`config.mk`:
```
export PLATFORM = sky130hd
export DESIGN_NAME = tga_truecolor_rle_decoder_core
export DESIGN_NICKNAME = d
export VERILOG_FILES = /design/src/design/tgarle_pkg.sv /design/src/design/tgarle_row_div.sv /design/src/design/tga_truecolor_rle_decoder_core.sv
export SDC_FILE = /design/constraint.sdc
export NUM_CORES = 2
export LEC_CHECK = 0
export BUFFER_PORTS_ARGS = -buffer_cell sky130_fd_sc_hd__buf_2
export CORE_ASPECT_RATIO = 0.9
export CORE_MARGIN = 8
export CORE_UTILIZATION = 45
export DETAILED_ROUTE_END_ITERATION = 8
export PLACE_DENSITY = 0.66
export SLEW_MARGIN = 10
export SYNTH_ARGS = -nofsm -noshare
export SYNTH_HDL_FRONTEND = slang
export SYNTH_SLANG_ARGS = --single-unit
```
`constraint.sdc`:
```
create_clock -name clk -period 15.3 [get_ports clk]
set_input_delay 1.53 -clock clk [delete_from_list [all_inputs] [get_ports clk]]
set_output_delay 1.53 -clock clk [all_outputs]
set_load 0.01 [all_outputs]
```
`src/design/tgarle_pkg.sv`:
```
// ----------------------------------------------------------------------------
// TGA RLE decoder package
// Result codes, header constants and the divider handshake types shared by
// the decoder core, its row/column divider and its port checker.
// ----------------------------------------------------------------------------
package tgarle_pkg;

  localparam logic [1:0] KIND_HEADER      = 2'd0;
  localparam logic [1:0] KIND_RUN         = 2'd1;
  localparam logic [1:0] KIND_BAD_TYPE    = 2'd2;
  localparam logic [1:0] KIND_UNSUPPORTED = 2'd3;

  localparam logic [7:0] TYPE_TRUECOLOUR = 8'd2;
  localparam logic [7:0] TYPE_RLE        = 8'd10;
  localparam logic [7:0] DEPTH_24        = 8'd24;
  localparam logic [7:0] DEPTH_32        = 8'd32;

  localparam logic [4:0] HDR_ID_LENGTH   = 5'd0;
  localparam logic [4:0] HDR_CMAP_TYPE   = 5'd1;
  localparam logic [4:0] HDR_IMAGE_TYPE  = 5'd2;
  localparam logic [4:0] HDR_WIDTH_LO    = 5'd12;
  localparam logic [4:0] HDR_WIDTH_HI    = 5'd13;
  localparam logic [4:0] HDR_HEIGHT_LO   = 5'd14;
  localparam logic [4:0] HDR_HEIGHT_HI   = 5'd15;
  localparam logic [4:0] HDR_PIXEL_DEPTH = 5'd16;
  localparam logic [4:0] HDR_LAST        = 5'd17;

  localparam logic [7:0] PKT_COUNT_MASK = 8'h7f;
  localparam int         PKT_RUN_BIT    = 7;
  localparam logic [7:0] OPAQUE_ALPHA   = 8'hff;

  localparam logic [1:0] DIV_LAST_STEP = 2'd3;

  typedef struct packed {
    logic        start;
    logic [16:0] total;
    logic [15:0] divisor;
  } div_req_t;

  typedef struct packed {
    logic        busy;
    logic        done;
    logic [7:0]  quotient;
    logic [16:0] remainder;
  } div_resp_t;

endpackage

```
`src/design/tgarle_row_div.sv`:
```
// ----------------------------------------------------------------------------
// TGA RLE row/column divider
// Radix-4 restoring divider that splits the column reached by a run into
// rows crossed and the new column, two quotient bits per cycle.
// ----------------------------------------------------------------------------
module tgarle_row_div
  import tgarle_pkg::*;
(
  input  logic      clk,
  input  logic      rst,
  input  div_req_t  req,
  output div_resp_t resp
);

  logic        busy;
  logic [1:0]  step;
  logic [16:0] rem;
  logic [21:0] dvs;
  logic [5:0]  quot;

  logic [23:0] cand1;
  logic [23:0] cand2;
  logic [23:0] cand3;
  logic [23:0] rem_wide;
  logic [23:0] sub;
  logic [1:0]  digit;
  logic [16:0] rem_next;

  always_comb begin
    cand1    = {2'b00, dvs};
    cand2    = {1'b0, dvs, 1'b0};
    cand3    = cand1 + cand2;
    rem_wide = {7'd0, rem};
    if (rem_wide >= cand3) begin
      digit = 2'd3;
      sub   = cand3;
    end else if (rem_wide >= cand2) begin
      digit = 2'd2;
      sub   = cand2;
    end else if (rem_wide >= cand1) begin
      digit = 2'd1;
      sub   = cand1;
    end else begin
      digit = 2'd0;
      sub   = 24'd0;
    end
    rem_next = 17'(rem_wide - sub);
  end

  assign resp.busy      = busy;
  assign resp.done      = busy && (step == DIV_LAST_STEP);
  assign resp.quotient  = {quot, digit};
  assign resp.remainder = rem_next;

  always_ff @(posedge clk) begin
    if (rst) begin
      busy <= 1'b0;
      step <= 2'd0;
    end else if (req.start) begin
      busy <= 1'b1;
      step <= 2'd0;
    end else if (busy) begin
      step <= step + 2'd1;
      if (step == DIV_LAST_STEP) begin
        busy <= 1'b0;
      end
    end
  end

  always_ff @(posedge clk) begin
    if (req.start) begin
      rem  <= req.total;
      dvs  <= {req.divisor, 6'd0};
      quot <= 6'd0;
    end else if (busy) begin
      rem  <= rem_next;
      dvs  <= {2'b00, dvs[21:2]};
      quot <= {quot[3:0], digit};
    end
  end

endmodule

```
`src/design/tga_truecolor_rle_decoder_core.sv`:
```
// ----------------------------------------------------------------------------
// TGA true-colour RLE decoder core
// Parses a TGA byte stream and reports the header, errors and RGBA pixel
// runs with their top-down destination row and column.
// ----------------------------------------------------------------------------
//
//   Channel   Handshake                   Payload
//   --------  --------------------------  -------------------------------------
//   bytes     byte_valid / byte_stall     data_byte, start_of_file
//   results   result_valid / result_stall result_kind, pixel_rgba, dest_row,
//                                         dest_column, run_length, image_width,
//                                         image_height, image_done
//
// One byte is taken per cycle while byte_stall is low; a result appears in the
// result register in the cycle after the byte that completes it.
// An RLE run longer than one pixel that does not end the image starts the
// row/column divider; a pixel-completing byte that arrives while it runs waits,
// so such a run can stall the byte side.
// Reset is synchronous; afterwards bytes are ignored until start_of_file.
// While a result waits on result_stall, bytes that cannot give a result are
// still taken; only a header-completing or pixel-completing beat is held.
module tga_truecolor_rle_decoder_core
  import tgarle_pkg::*;
(
  input  logic        clk,
  input  logic        rst,
  input  logic        byte_valid,
  output logic        byte_stall,
  input  logic [7:0]  data_byte,
  input  logic        start_of_file,
  output logic        result_valid,
  input  logic        result_stall,
  output logic [1:0]  result_kind,
  output logic [31:0] pixel_rgba,
  output logic [15:0] dest_row,
  output logic [15:0] dest_column,
  output logic [7:0]  run_length,
  output logic [15:0] image_width,
  output logic [15:0] image_height,
  output logic        image_done
);

  typedef enum logic [2:0] {
    PH_IDLE,
    PH_HEADER,
    PH_IDSKIP,
    PH_PKTHDR,
    PH_PIXEL,
    PH_DONE
  } phase_t;

  phase_t      phase, phase_next, phase_eff;
  logic [4:0]  hbs, hbs_next, hbs_eff;
  logic [7:0]  id_left, id_left_next;
  logic        rle_mode, rle_mode_next;
  logic        has_alpha, has_alpha_next;
  logic [15:0] width_reg, width_next, width_eff;
  logic [15:0] height_reg, height_next, height_eff;
  logic [15:0] cur_row, cur_row_next;
  logic [15:0] cur_column, cur_column_next;
  logic [7:0]  packet_left, packet_left_next;
  logic        packet_is_run, packet_is_run_next;
  logic [1:0]  comp_index, comp_index_next;
  logic [23:0] colour_bytes, colour_bytes_next;
  logic [7:0]  id_length, id_length_next;
  logic [7:0]  cmap_type, cmap_type_next;
  logic [7:0]  image_type, image_type_next;
  logic [7:0]  pixel_depth, pixel_depth_next;
  logic [31:0] pixels_left, pixels_left_next;

  logic [31:0] image_area;
  logic [1:0]  last_index;
  logic        emit_slot;
  logic        header_slot;
  logic        accept;

  logic        has_result;
  logic [1:0]  r_kind;
  logic [31:0] r_rgba;
  logic [15:0] r_row;
  logic [15:0] r_column;
  logic [7:0]  r_length;
  logic [15:0] r_width;
  logic [15:0] r_height;
  logic        r_done;

  logic [7:0]  want;
  logic [7:0]  len;
  logic        run_done;

  div_req_t    div_req;
  div_resp_t   div_resp;

  tgarle_row_div u_row_div (
    .clk  (clk),
    .rst  (rst),
    .req  (div_req),
    .resp (div_resp)
  );

  assign image_area  = width_reg * height_reg;
  assign last_index  = has_alpha ? 2'd3 : 2'd2;
  assign emit_slot   = (phase == PH_PIXEL) && (comp_index == last_index);
  assign header_slot = (phase == PH_HEADER) && (hbs == HDR_LAST);
  assign byte_stall  = (result_valid && result_stall && (emit_slot || header_slot)) ||
                       (div_resp.busy && emit_slot);
  assign accept      = byte_valid && !byte_stall;

  always_comb begin
    phase_eff  = start_of_file ? PH_HEADER : phase;
    hbs_eff    = start_of_file ? 5'd0 : hbs;
    width_eff  = start_of_file ? 16'd0 : width_reg;
    height_eff = start_of_file ? 16'd0 : height_reg;

    phase_next         = phase_eff;
    hbs_next           = hbs_eff;
    id_left_next       = id_left;
    rle_mode_next      = rle_mode;
    has_alpha_next     = has_alpha;
    width_next         = width_eff;
    height_next        = height_eff;
    cur_row_next       = cur_row;
    cur_column_next    = cur_column;
    packet_left_next   = packet_left;
    packet_is_run_next = packet_is_run;
    comp_index_next    = comp_index;
    colour_bytes_next  = colour_bytes;
    id_length_next     = id_length;
    cmap_type_next     = cmap_type;
    image_type_next    = image_type;
    pixel_depth_next   = pixel_depth;
    pixels_left_next   = pixels_left;

    has_result = 1'b0;
    r_kind     = KIND_HEADER;
    r_rgba     = 32'd0;
    r_row      = 16'd0;
    r_column   = 16'd0;
    r_length   = 8'd0;
    r_width    = 16'd0;
    r_height   = 16'd0;
    r_done     = 1'b0;
    want       = 8'd1;
    len        = 8'd0;
    run_done   = 1'b0;

    div_req.start   = 1'b0;
    div_req.total   = 17'({1'b0, cur_column});
    div_req.divisor = width_reg;

    if (div_resp.done) begin
      cur_row_next    = cur_row - {8'd0, div_resp.quotient};
      cur_column_next = div_resp.remainder[15:0];
    end

    case (phase_eff)
      PH_HEADER: begin
        case (hbs_eff)
          HDR_ID_LENGTH:   id_length_next   = data_byte;
          HDR_CMAP_TYPE:   cmap_type_next   = data_byte;
          HDR_IMAGE_TYPE:  image_type_next  = data_byte;
          HDR_WIDTH_LO:    width_next       = {width_eff[15:8], data_byte};
          HDR_WIDTH_HI:    width_next       = {data_byte, width_eff[7:0]};
          HDR_HEIGHT_LO:   height_next      = {height_eff[15:8], data_byte};
          HDR_HEIGHT_HI:   height_next      = {data_byte, height_eff[7:0]};
          HDR_PIXEL_DEPTH: pixel_depth_next = data_byte;
          default: begin
          end
        endcase
        if (hbs_eff == HDR_LAST) begin
          hbs_next   = 5'd0;
          has_result = 1'b1;
          r_width    = width_reg;
          r_height   = height_reg;
          if ((image_type != TYPE_TRUECOLOUR) && (image_type != TYPE_RLE)) begin
            r_kind     = KIND_BAD_TYPE;
            phase_next = PH_IDLE;
          end else if ((cmap_type != 8'd0) ||
                       ((pixel_depth != DEPTH_24) && (pixel_depth != DEPTH_32))) begin
            r_kind     = KIND_UNSUPPORTED;
            phase_next = PH_IDLE;
          end else begin
            r_kind             = KIND_HEADER;
            rle_mode_next      = (image_type == TYPE_RLE);
            has_alpha_next     = (pixel_depth == DEPTH_32);
            cur_column_next    = 16'd0;
            comp_index_next    = 2'd0;
            colour_bytes_next  = 24'd0;
            packet_left_next   = 8'd0;
            packet_is_run_next = 1'b0;
            if ((width_reg == 16'd0) || (height_reg == 16'd0)) begin
              cur_row_next = 16'd0;
              phase_next   = PH_DONE;
              r_done       = 1'b1;
            end else begin
              cur_row_next     = height_reg - 16'd1;
              pixels_left_next = image_area;
              if (id_length != 8'd0) begin
                id_left_next = id_length;
                phase_next   = PH_IDSKIP;
              end else begin
                phase_next = (image_type == TYPE_RLE) ? PH_PKTHDR : PH_PIXEL;
              end
            end
          end
        end else begin
          hbs_next = hbs_eff + 5'd1;
        end
      end
      PH_IDSKIP: begin
        id_left_next = id_left - 8'd1;
        if (id_left == 8'd1) begin
          phase_next = rle_mode ? PH_PKTHDR : PH_PIXEL;
        end
      end
      PH_PKTHDR: begin
        packet_left_next   = (data_byte & PKT_COUNT_MASK) + 8'd1;
        packet_is_run_next = data_byte[PKT_RUN_BIT];
        comp_index_next    = 2'd0;
        colour_bytes_next  = 24'd0;
        phase_next         = PH_PIXEL;
      end
      PH_PIXEL: begin
        if (comp_index < last_index) begin
          case (comp_index)
            2'd0:    colour_bytes_next[7:0]   = data_byte;
            2'd1:    colour_bytes_next[15:8]  = data_byte;
            default: colour_bytes_next[23:16] = data_byte;
          endcase
          comp_index_next = comp_index + 2'd1;
        end else begin
          comp_index_next   = 2'd0;
          colour_bytes_next = 24'd0;
          if (has_alpha) begin
            r_rgba = {colour_bytes[23:16], colour_bytes[15:8], colour_bytes[7:0], data_byte};
          end else begin
            r_rgba = {data_byte, colour_bytes[15:8], colour_bytes[7:0], OPAQUE_ALPHA};
          end
          if (rle_mode && packet_is_run) begin
            want             = packet_left;
            packet_left_next = 8'd0;
          end else begin
            want = 8'd1;
            if (rle_mode && (packet_left != 8'd0)) begin
              packet_left_next = packet_left - 8'd1;
            end
          end
          if ({24'd0, want} < pixels_left) begin
            len = want;
          end else begin
            len = pixels_left[7:0];
          end
          run_done   = ({24'd0, len} == pixels_left);
          has_result = 1'b1;
          r_kind     = KIND_RUN;
          r_row      = cur_row;
          r_column   = cur_column;
          r_length   = len;
          r_done     = run_done;
          if (run_done) begin
            phase_next = PH_DONE;
          end else begin
            pixels_left_next = pixels_left - {24'd0, len};
            if (len == 8'd1) begin
              if ((cur_column + 16'd1) == width_reg) begin
                cur_column_next = 16'd0;
                cur_row_next    = cur_row - 16'd1;
              end else begin
                cur_column_next = cur_column + 16'd1;
              end
            end else begin
              div_req.start = 1'b1;
              div_req.total = {1'b0, cur_column} + {9'd0, len};
            end
            if (rle_mode && (packet_left_next == 8'd0)) begin
              phase_next = PH_PKTHDR;
            end
          end
        end
      end
      default: begin
      end
    endcase

    if (!accept) begin
      div_req.start = 1'b0;
      has_result    = 1'b0;
    end
  end

  always_ff @(posedge clk) begin
    if (rst) begin
      phase         <= PH_IDLE;
      hbs           <= 5'd0;
      id_left       <= 8'd0;
      rle_mode      <= 1'b0;
      has_alpha     <= 1'b0;
      width_reg     <= 16'd0;
      height_reg    <= 16'd0;
      cur_row       <= 16'd0;
      cur_column    <= 16'd0;
      packet_left   <= 8'd0;
      packet_is_run <= 1'b0;
      comp_index    <= 2'd0;
      colour_bytes  <= 24'd0;
      id_length     <= 8'd0;
      cmap_type     <= 8'd0;
      image_type    <= 8'd0;
      pixel_depth   <= 8'd0;
      pixels_left   <= 32'd0;
      result_valid  <= 1'b0;
    end else begin
      if (accept) begin
        phase         <= phase_next;
        hbs           <= hbs_next;
        id_left       <= id_left_next;
        rle_mode      <= rle_mode_next;
        has_alpha     <= has_alpha_next;
        width_reg     <= width_next;
        height_reg    <= height_next;
        cur_row       <= cur_row_next;
        cur_column    <= cur_column_next;
        packet_left   <= packet_left_next;
        packet_is_run <= packet_is_run_next;
        comp_index    <= comp_index_next;
        colour_bytes  <= colour_bytes_next;
        id_length     <= id_length_next;
        cmap_type     <= cmap_type_next;
        image_type    <= image_type_next;
        pixel_depth   <= pixel_depth_next;
        pixels_left   <= pixels_left_next;
      end else if (div_resp.done) begin
        cur_row    <= cur_row_next;
        cur_column <= cur_column_next;
      end
      if (has_result) begin
        result_valid <= 1'b1;
      end else if (!result_stall) begin
        result_valid <= 1'b0;
      end
    end
  end

  always_ff @(posedge clk) begin
    if (has_result) begin
      result_kind  <= r_kind;
      pixel_rgba   <= r_rgba;
      dest_row     <= r_row;
      dest_column  <= r_column;
      run_length   <= r_length;
      image_width  <= r_width;
      image_height <= r_height;
      image_done   <= r_done;
    end
  end

endmodule

```
======== Word level (Yosys, flattened, before mapping) ========
Index checks and enable logic that the tools add are counted.
W data, S select, Z words.
word-level totals
  input bits .............................. 13
  output and inout bits ................... 109
  flip-flop bits (word level) ............. 337
operators by class
  equality and inequality tests ........... 39
  multiplexer cells ....................... 127
  bitwise logic cells ..................... 3
  $mul .................................... 1
  reduce and logical (&&, ||, !) cells .... 48
  order comparisons ....................... 5
  add/sub/neg operators ................... 14
operators with widths
  cell                     number
  $mux W16                 25
  $mux W32                 7
  $mux W8                  22
  $pmux W16 S2             4
  $mux W24                 4
  $mux W17                 5
  $mux W18                 4
  $pmux W24 S3             1
  $pmux W32 S2             1
  $mux W22                 2
  $mux W3                  12
  $eq A8 B32 Y1            1
  $logic_not A16 Y1        2
  $lt A8 B32 Y1            1
  $mul A16 B16 Y32         1
  $sub A16 B1 Y16 const B  2
  $sub A32 B8 Y32          1
  $add A22 B23 Y24         1
  $ge A17 B24 Y1           1
  $pmux W8 S3              1
  $reduce_and A6 Y1        4
  $reduce_bool A8 Y1       3
  $ge A17 B23 Y1           1
  $ge A17 B22 Y1           1
  other kinds (54)         130

======== Longest topological paths before layout ========
  word-level depth ........................ 15
  mapped depth ............................ 34
  gate-level depth less buffers ........... 34

======== Hierarchy ========
A second synthesis with hierarchy kept.
unflattened totals
  cell total of the unflattened synthesis .. 3602
  area total of the unflattened synthesis .. 30628.1 um2
modules (own cells, without submodules)
  module                          cells each  area an instance (um2)  times used  seq. area each (um2)
  tga_truecolor_rle_decoder_core  2944        25214.2                 1           6856.6
  tgarle_row_div                  658         5413.9                  1           1291.2

======== Worst setup path after synthesis ========
No wires, ideal clock.
  kind .................................... input to register
  start ................................... input start_of_file
  end ..................................... register dest_column[0] (enable)
  path buffers ............................ 2
  slack ................................... 6.694 ns
  cell stages on the path ................. 9
  arrival ................................. 7.996 ns
  cells stage by stage .................... inv_1 clkbuf_1 nand2_1 inv_1 ha_1 and2_1 clkbuf_1 nand2_1 a21oi_1
between the ends
  longest elaborated chain between the ends .. 5
  elaborated cells on any way between the ends .. 8
ends and longest elaborated chain
  what                    RTL line                               text
  start: declaration      tga_truecolor_rle_decoder_core.sv:30   input logic start_of_file,
  $mux W5                 tga_truecolor_rle_decoder_core.sv:111  hbs_eff = start_of_file ? 5'd0 : hbs;
  $eq A5 B5 Y1            tga_truecolor_rle_decoder_core.sv:170  if (hbs_eff == HDR_LAST) begin
  $mux W1                 tga_truecolor_rle_decoder_core.sv:170
  $pmux W1 S2 (*)         tga_truecolor_rle_decoder_core.sv:156  case (phase_eff)
  $mux W1 (*)             tga_truecolor_rle_decoder_core.sv:285  if (!accept) begin
  net has_result          tga_truecolor_rle_decoder_core.sv:77   logic has_result;
  end signal: assignment  tga_truecolor_rle_decoder_core.sv:349  dest_column <= r_column;
  end: declaration        tga_truecolor_rle_decoder_core.sv:36   output logic [15:0] dest_column,
The timed path passes the listed nets; every way through them passes the cells marked *.
A chain may end at the register's enable or synchronous reset.

======== Final worst setup path ========
  start ................................... register width_reg[5]
  end ..................................... register pixels_left[28]
between the ends
  longest elaborated chain between the ends .. 6
  elaborated cells on any way between the ends .. 10
ends and longest elaborated chain
  what                      RTL line                               text
  start: declaration        tga_truecolor_rle_decoder_core.sv:57   logic [15:0] width_reg, width_next, width_eff;
  start signal: assignment  tga_truecolor_rle_decoder_core.sv:319  width_reg <= width_next;
  $mul A16 B16 Y32          tga_truecolor_rle_decoder_core.sv:101  assign image_area = width_reg * height_reg;
  $mux W32                  tga_truecolor_rle_decoder_core.sv:191  if ((width_reg == 16'd0) || (height_reg == 16'd0)) begin
  $mux W32                  tga_truecolor_rle_decoder_core.sv:178  end else if ((cmap_type != 8'd0) ||
  $mux W32                  tga_truecolor_rle_decoder_core.sv:175  if ((image_type != TYPE_TRUECOLOUR) && (image_type != TYPE_RLE)) begin
  $mux W32                  tga_truecolor_rle_decoder_core.sv:170
  $pmux W32 S2              tga_truecolor_rle_decoder_core.sv:156
  end signal: assignment    tga_truecolor_rle_decoder_core.sv:331  pixels_left <= pixels_left_next;
  end: declaration          tga_truecolor_rle_decoder_core.sv:69   logic [31:0] pixels_left, pixels_left_next;
Parallel ways exist; a longest one is shown, timed or not. The select of a mux whose other input is x is not followed.

==> results.json <==
{
  "drtPass1Iterations": 6,
  "nets": 3876,
  "critPathLaunchType": "register",
  "num_vias": 25033,
  "worst_skew_pair.late_latency_ps": 600,
  "synth_edf_count": 140,
  "drc": 0,
  "leakagePower_uw": 0.0144,
  "ir_worst_vdd_mv": 0.100,
  "ctsRootBufferMaster": "clkbuf_16",
  "grtUsageTotal": 0.225,
  "finalSetupTns_ps": 0,
  "status": "finished, final reports clean",
  "num_antenna_cells": 0,
  "htree_levels": 2,
  "drive_gt1_frac": 0.0769,
  "relSlewSlack": 0.253,
  "grt_pass1_vias": 23967,
  "crit_fanout": 23,
  "syn_nets": 3887,
  "cp-end-kind": "register",
  "path_common_cell": "fa_1",
  "seq_power_share": 0.443,
  "io-pin-count": 122,
  "wl_um": 85100,
  "cpMaxStageDelayCell": "dfxtp_1",
  "io_buffers": 121,
  "design_area_sq_um": 31900,
  "cts_buffers": 39,
  "holdCritPathClass": "register to register",
  "power_switching_uw": 613,
  "final_cell_mix": "360 x nand2_1, 359 x nor2_1, 310 x inv_1, 246 x ha_1, 199 x fa_1",
  "synthToLayoutAreaGrowth_pct": 8.39,
  "dieArea_sq_um": 73900,
  "timing.hold.worst_endpoint": "pixels_left[20]",
  "ant_nets": 0,
  "worstHoldStart": "pixels_left[20]",
  "cts.sinks": 337,
  "die_w_um": 286,
  "power_frac_clock": 0.435,
  "drv_slew": 0,
  "hpwl_um": 61800,
  "regToRegSetupSlack_ps": 7550,
  "drtIter0Drc": 2546,
  "grt_max_degree": 91,
  "r2r.worst_path.cells": 24,
  "hold_depth": 2,
  "rows": 89,
  "dpl-instance-area_sq_um": 30700,
  "r2r-end": "pixels_left[28]",
  "gp_congestion": 0.925,
  "critPathKind": "register to register",
  "fp.dieH_um": 259,
  "cts_buffer_depth": 3,
  "clk_transition_reported_paths_ps": 60,
  "p_int_uw": 1550,
  "synth_flop_cell": "dfxtp_1",
  "rsz0062_at_grt": "no",
  "synth.distinct_cells": 82,
  "max_freq_mhz": 129,
  "combinationalPowerShare": 0.122,
  "async_flop_share": 0,
  "coreArea_sq_um": 65100,
  "post_cts_buffers": 0,
  "antenna_found_initial": 1,
  "synth_seq_cells": 337,
  "max_stage_delay_ps": 1030,
  "synth_cells": 3429,
  "cp.arrival_ps": 8210,
  "path_cells": "nand2_1, fa_1, inv_1, fa_1, inv_1, fa_1, inv_1, fa_1, inv_1, fa_1, inv_1, fa_1, ha_1, nand4_1, nor3_1, o311ai_0, o211ai_1, a211oi_1, o21ai_1, a21oi_1, nor2b_1, o21ai_0, and3_1, o221a_2",
  "final_common_cell": "nand2_1",
  "final_hold_viol_count": 0,
  "viasPerCell": 5.81,
  "critPathTopFamily": "adder cells",
  "tightest_slew_ps": 1120,
  "dp_cells": 4241,
  "holdBufCountCts": 0,
  "seq_area_frac_synth": 0.277,
  "grt_pass1_wl_um": 135000,
  "max_cap_viol_count": 0,
  "reg2reg_from": "width_reg[5]",
  "setup_viol": 0,
  "powerDensity_nw_per_um2": 67.8,
  "initial_core_util": 0.452,
  "ctsResizeCount": 0,
  "worstPathRequired_ps": 15760,
  "routedWlPerCell_um": 19.7,
  "cts_tree": "built",
  "skew_ps": 43.2,
  "path_buf_inv": 5,
  "yosys_warnings": 0,
  "synthesis.area_sq_um": 29400,
  "top_regs": "pixel_rgba (32), pixels_left (32), colour_bytes (24)",
  "gr-total-overflow": 0,
  "p_total_uw": 2160,
  "fin_crit_sh": 0.506,
  "switching_share": 0.283,
  "avgSynthCellArea_sq_um": 8.59,
  "stdcell_count": 4312,
  "fin_crit_ps": 7750
}
[metrics by stage]
stage          hold WS, ps  utilization  setup slack (ps)
6_report               486        0.490              7550
2_1_floorplan          446            -              6690
4_1_cts                488        0.490              7730
3_3_place_gp           461        0.471              7770
3_5_place_dp           472        0.471              7790
5_1_grt                510        0.490              7040
[cell families (layout without fill, tap and decap cells)]
group                      count (synthesis)  after routing  share of synthesized area
muxes                                     75             75                     0.0257
adders and majority gates                445            445                      0.240
AOI/OAI and AO/OA                        688            688                      0.150
and+or+nand+nor                         1228           1228                      0.200
DFF                                      337            337                      0.277
buffers and inverters                    522            541                     0.0676
xor gates and xnor gates                 134            134                     0.0403
[how the worst max path moves through the flow]
stage / from / end / slack (ps) / depth (start not counted)
2_1_floorplan: start_of_file / dest_column[0] / 6690 / 9
5_1_grt: u_row_div.dvs[1] / cur_row[13] / 7040 / 32
3_3_place_gp: width_reg[5] / pixels_left[30] / 7770 / 24
3_5_place_dp: width_reg[5] / pixels_left[28] / 7790 / 24
6_report: width_reg[5] / pixels_left[28] / 7550 / 24
4_1_cts: width_reg[5] / pixels_left[28] / 7730 / 24
[routing by layer]
metal	share of wire	GRT usage	routed length (um)
met1	0.44	0.317	37500
met2	0.45	0.356	38400
met3	0.083	0.0378	7050
met4	0.025	0.0605	2120
met5	0.00023	0	20
[synthesized netlist by cell type (all sizes together), types with 12 or more instances]
master / n / area share
a21o: 48 / 0.012
xor2: 50 / 0.015
mux2i: 74 / 0.025
fa: 199 / 0.14
clkbuf: 178 / 0.023
a31oi: 20 / 0.0042
nand4: 27 / 0.0059
buf: 34 / 0.0053
inv: 310 / 0.040
ha: 246 / 0.10
dfxtp: 197 / 0.13
a221oi: 19 / 0.0057
nand2b: 28 / 0.0059
o21ai: 176 / 0.030
o211ai: 12 / 0.0031
nor4: 28 / 0.0072
and2: 101 / 0.021
nor2: 363 / 0.047
nand3: 49 / 0.0085
xnor2: 83 / 0.025
a22oi: 42 / 0.011
nand2: 361 / 0.046
nor2b: 26 / 0.0055
and3: 100 / 0.021
edfxtp: 140 / 0.14
a211oi: 39 / 0.0099
a21oi: 179 / 0.031
nor3: 77 / 0.013
o21a: 28 / 0.0071
or3: 19 / 0.0042
o22ai: 15 / 0.0032
o31ai: 13 / 0.0033
[tightest hold or removal path: stages (launching register included)]
cell     delay, ps
dfxtp_1        310
nand3_1         60
o21ai_0         60
[layout make-up]
cell class | count | area (sq um)
Tap cell | 864 | 1080
Sequential cell | 337 | 8150
Fill cell | 6336 | 33200
Clock inverter | 19 | 199
Clock buffer | 52 | 1060
Timing Repair Buffer | 160 | 905
Multi-Input combinational cell | 2570 | 19400
Inverter | 310 | 1160
[power groups by stage]
stage          sequential [uW]  combinational [uW]  clock [uW]
2_1_floorplan              969                 196           0
3_3_place_gp               978                 256           0
3_5_place_dp               978                 256           0
4_1_cts                    959                 258         957
5_1_grt                    961                 290         995
6_report                   959                 263         942
No activity file was read; power rests on OpenSTA's default activity.
